[src/ccrf_pkg.sv]
// Shared types and constants for the contact repulsion force unit.
package ccrf_pkg;

  localparam int PosW = 32;
  localparam int RadW = 31;
  localparam int FacW = 24;
  localparam int OutW = 48;
  localparam logic [FacW-1:0] FacReset = 24'd4096;

  typedef struct packed {
    logic signed [PosW-1:0] own_x;
    logic signed [PosW-1:0] own_y;
    logic signed [PosW-1:0] own_z;
    logic [RadW-1:0]        own_radius;
    logic signed [PosW-1:0] neighbor_x;
    logic signed [PosW-1:0] neighbor_y;
    logic signed [PosW-1:0] neighbor_z;
    logic [RadW-1:0]        neighbor_radius;
    logic                   neighbor_present;
    logic                   last_neighbor;
  } in_t;

  typedef struct packed {
    logic signed [OutW-1:0] force_x;
    logic signed [OutW-1:0] force_y;
    logic signed [OutW-1:0] force_z;
  } out_t;

endpackage

[src/ccrf_mul.sv]
// Shared 32x32 unsigned multiplier.
module ccrf_mul import ccrf_pkg::*; (
  input  logic [31:0] a,
  input  logic [31:0] b,
  output logic [63:0] p
);
  assign p = 64'(a) * 64'(b);
endmodule

[config.mk]
export PLATFORM = sky130hd
export DESIGN_NAME = ccrf_mul
export DESIGN_NICKNAME = d
export VERILOG_FILES = /design/src/ccrf_pkg.sv /design/src/ccrf_mul.sv
export SDC_FILE = /design/constraint.sdc
export NUM_CORES = 2
export LEC_CHECK = 0
export ABC_AREA = 1
export BUFFER_PORTS_ARGS = -buffer_cell sky130_fd_sc_hd__buf_4
export CORE_AREA = 2 2 247 249
export DETAILED_ROUTE_END_ITERATION = 6
export DIE_AREA = 0 0 249 251
export PLACE_DENSITY = 0.81
export SETUP_SLACK_MARGIN = 0.5
export SLEW_MARGIN = 20
export SYNTH_ARGS = -nofsm -noshare
export SYNTH_HDL_FRONTEND = slang
export SYNTH_SLANG_ARGS = --single-unit
[constraint.sdc]
create_clock -name vclk -period 9.5
set_clock_uncertainty 0.1 [all_clocks]
set_input_delay 1.9 -clock vclk [all_inputs]
set_output_delay 1.9 -clock vclk [all_outputs]
set_load 0.005 [all_outputs]
# [Word level (Yosys, flattened, before mapping)]
# Index checks and enable logic that the tools add are counted.
[classes] multipliers=1
[ops] cell="$mul 32x32->64" count=1
[word_totals] register_bits=0 in_bits=64 out_inout_bits=64

# [Depth between registers and ports, before layout]
[logic_depth] ltp_word=1 mapped_depth=30 ltp_nobuf=29

# [Worst setup path before layout]
# OpenSTA, ideal clock, no wires.
[synth_path] kind="input-to-output" start="input a[25]" end="output p[35]" arrival_ns=7.642 t_required_ns=7.500 path_slack_ns=-0.142 path_stages=25 path_buffers=1 cell_sequence="clkbuf_1 nand2_1 fa_1 inv_1 fa_1 inv_1 fa_1 inv_1 fa_1 fa_1 fa_1 fa_1 inv_1 fa_1 inv_1 ha_1 nand2_1 nor2_2 inv_2 nor2_4 inv_1 nor2_1 nor2_1 nand2_1 xor2_1"
[synth_via] elab_chain_len=1
[synth_lines] element="start, declared" line_no="ccrf_mul.sv:3" rtl="input logic [31:0] a,"
[synth_lines] element="$mul 32x32->64" line_no="ccrf_mul.sv:7" rtl="assign p = 64'(a) * 64'(b);"
[synth_lines] element="end, declared" line_no="ccrf_mul.sv:5" rtl="output logic [63:0] p"
# Every way passes these cells.

# [Worst setup path in the final report]
[layout_path] start="input a[18]" end="output p[51]"
# The elaborated chain is that of the path after synthesis.

==> results.txt <==
- Sorting the synthesized cells by area gives the leading types as sky130_fd_sc_hd__fa_1 (50%), sky130_fd_sc_hd__inv_1 (18%), sky130_fd_sc_hd__nand2_1 (16%).
* Maximum Capacitance Violations: 0
- Detailed Routing Iterations Pass 1: 7
- Met3 Use GR: 9.17%
- Final period utilization: 115%
- In this run the worst setup path begins at a[18].
- Global routing consumed, over all layers together, 37.9% of the routing resources.
* Pins Over Slew Limit: 0
* Total number of sequential cells: 0
* Number of antenna-violating nets in the routed design: 0
- Global routing used 62.2% of the available met2 tracks.
* Critical path endpoint category: output pin
- Maximum number of pins on one net before global-route repair: 33
* Routed wire length: 143 mm
* Transition time at the pin with the least slew margin: 525 ps
- The largest total area in the synthesized netlist belongs to sky130_fd_sc_hd__fa_1.
- Counting every instance in the synthesized netlist gives 4956.
- Proportion of netlist area held by the largest area contributor: 49.7%
* Via total after detailed routing: 36243
* Portion of netlist area occupied by mux cells: 0%
- STA puts the critical path data required time at 7500 ps.
- Setup violations remaining at the end of the flow were counted as 55.
* Routed vias/inst: 5.94
* Post-synthesis area per instance: 7.28 um^2
* Number of port buffers: 128
* Slowest Stage Delay on Critical Path: 600 ps
- The final reports fail on design-rule violations, negative setup slack.
* Number of global-route vias before repair: 36148
- The number of antenna violations at the first check in global routing came to 4.
- The floorplan has 90 rows.
* Synth top cells by count: sky130_fd_sc_hd__inv_1 (1718), sky130_fd_sc_hd__nand2_1 (1569), sky130_fd_sc_hd__fa_1 (896)
- # clk buffers: 0
- Compound-cell area share of the yosys netlist: 0.898%
* Fin. Hold Viols: 0
* Register area: 0 um^2
* Nets: 6540
- Slowest cell on the critical path: sky130_fd_sc_hd__fa_1
- In the final routed layout, each cell accounts on average for 23.4 um.
- In this run the most critical hold path is launched from b[0].
- In this run, the number of DRC markers left after iteration 0 of detailed routing was 5380.
* Placer congestion estimate: 0.988
* Final-layout fill cell count: 3477
* Biggest fanout along the worst timing path: 8
- Final design area excluding fillers: 45500 um^2
* Status: complete, but fails checks
- After legalization and detailed placement, the total HPWL measured 87.3 mm.
- The synthesized netlist devotes 19.4% of its cell area to simple gates.
- Summing the sequential cell areas from Yosys gives 0% of the chip area.
- Global-route congestion overflow total: 0
- Dominant cell by count in the synthesized netlist: sky130_fd_sc_hd__inv_1
- The worst path in the final design needs a cycle of 10910 ps, including I/O delays and setup.
- The total area inside the core boundary comes to 59800 um^2.
- The cell family contributing the most delay on the critical path is adder cells.
- The die is 249 um wide.
- Worst max-slew margin expressed relative to the limit: 64.9%
- STA classifies the critical path startpoint as a primary input.
* Initial core utilization: 60.4%
- Count of buffering cells on the critical path with inverters included: 8
* Unrepaired setup endpoints after global routing: yes
- Dominant combinational cell family by area after synthesis: adder cells
- Cells with a size suffix above 1 make up 24.7% of the layout.
- The die is 251 um tall.
- Remaining routing DRC violations: 58
- GR met1 Demand/Resource: 48.0%
- By startpoint and endpoint, the worst setup path is classified as primary input to output pin.
* Yosys warning total: 0
- The min-delay analysis places its worst path in the category primary input to output pin.
- Across all setup checks in the final design, the least slack found is -1410 ps.
* Synthesized cell area: 36100 um^2
* Synthesized-area fraction occupied by adder cells: 58.8%
- FMAX: 91.7 MHz
- Die area: 62500 um^2
- In this run the most used layer during global routing was met2.
- Number of nets produced by synthesis: 6179
- First-pass GRT wire length: 187 mm
- Xor/xnor cell area share of the yosys netlist: 0.873%
* Post-synth cell types: 22
* Boundary Pins: 128
* Critical path arrival: 8910 ps
- Synthesis-to-finish area growth: 25.9%
- Summing all placed instances gives a cell area of 40700 um^2.
## worst min-delay path, stage by stage
cell and delay, ps:
sky130_fd_sc_hd__buf_4 260, sky130_fd_sc_hd__nand2_1 170, sky130_fd_sc_hd__inv_1 60, sky130_fd_sc_hd__buf_4 140
## placed cells by master, fill, tap and decap left out, drive strengths merged
cell	n
fa	896
xor2	32
xnor2	4
buf	535
o21bai	12
nand2	1577
a21oi	44
ha	263
nand4	16
inv	1733
diode	4
nor3	18
clkbuf	10
nor2	102
o21ai	2
bufbuf	6
nand3	65
## path summary, 6_finish.rpt
kind,endpoint,cells after the start
setup / recovery,p[51],26
hold / removal,p[0],4
## cells by family after synthesis
group	count (synthesis)
buf+inv	1925
xor+xnor	36
simple gates	1778
fa+ha+maj	1159
compound gates	58
## routing by layer
| layer | part of all wire (%) | vias up | routed length [um] |
|---|---|---|---|
| met5 | 0.065 | - | 93 |
| met1 | 31 | 16966 | 44200 |
| met2 | 42 | 3662 | 60500 |
| met4 | 10 | 4 | 14300 |
| li1 | - | 14139 | - |
| met3 | 17 | 1472 | 23500 |
## stage by stage
stage / hold slack, ps / setup slack [ps] / std cells / TNS (ps) / util (%)
after floorplan: 3780 / 158 / 4956 / 0 / -
after global placement: 4210 / -807 / 6011 / -23220 / 68.0
after detailed placement: 4200 / -798 / 6011 / -25270 / 68.0
after CTS: 4200 / -446 / 6051 / -15520 / 72.7
after global routing: 4310 / -1440 / 6097 / -53250 / 76.0
final: 4340 / -1410 / 6101 / -52020 / 76.0
## cell type report
class              instances  area [um^2]  share of cell area [%]
diodes                     4         10.0                  0.0220
inverters               1733         6530                    14.4
multi-input cells       3031        31900                    70.2
well taps                782          978                    2.15
repair buffers           551         6030                    13.3
## what timing repair did
action | CTS | global route
cloned | 15 | 10
resized for setup | 585 | 442
pin swaps | 183 | 266
setup endpoints to repair | 55 | 55
setup buffers | 25 | 36
hold buffers | 0 | 0
Power is not shown: default switching activity piles up to over one toggle a cycle in this logic, so the estimate is an artifact.
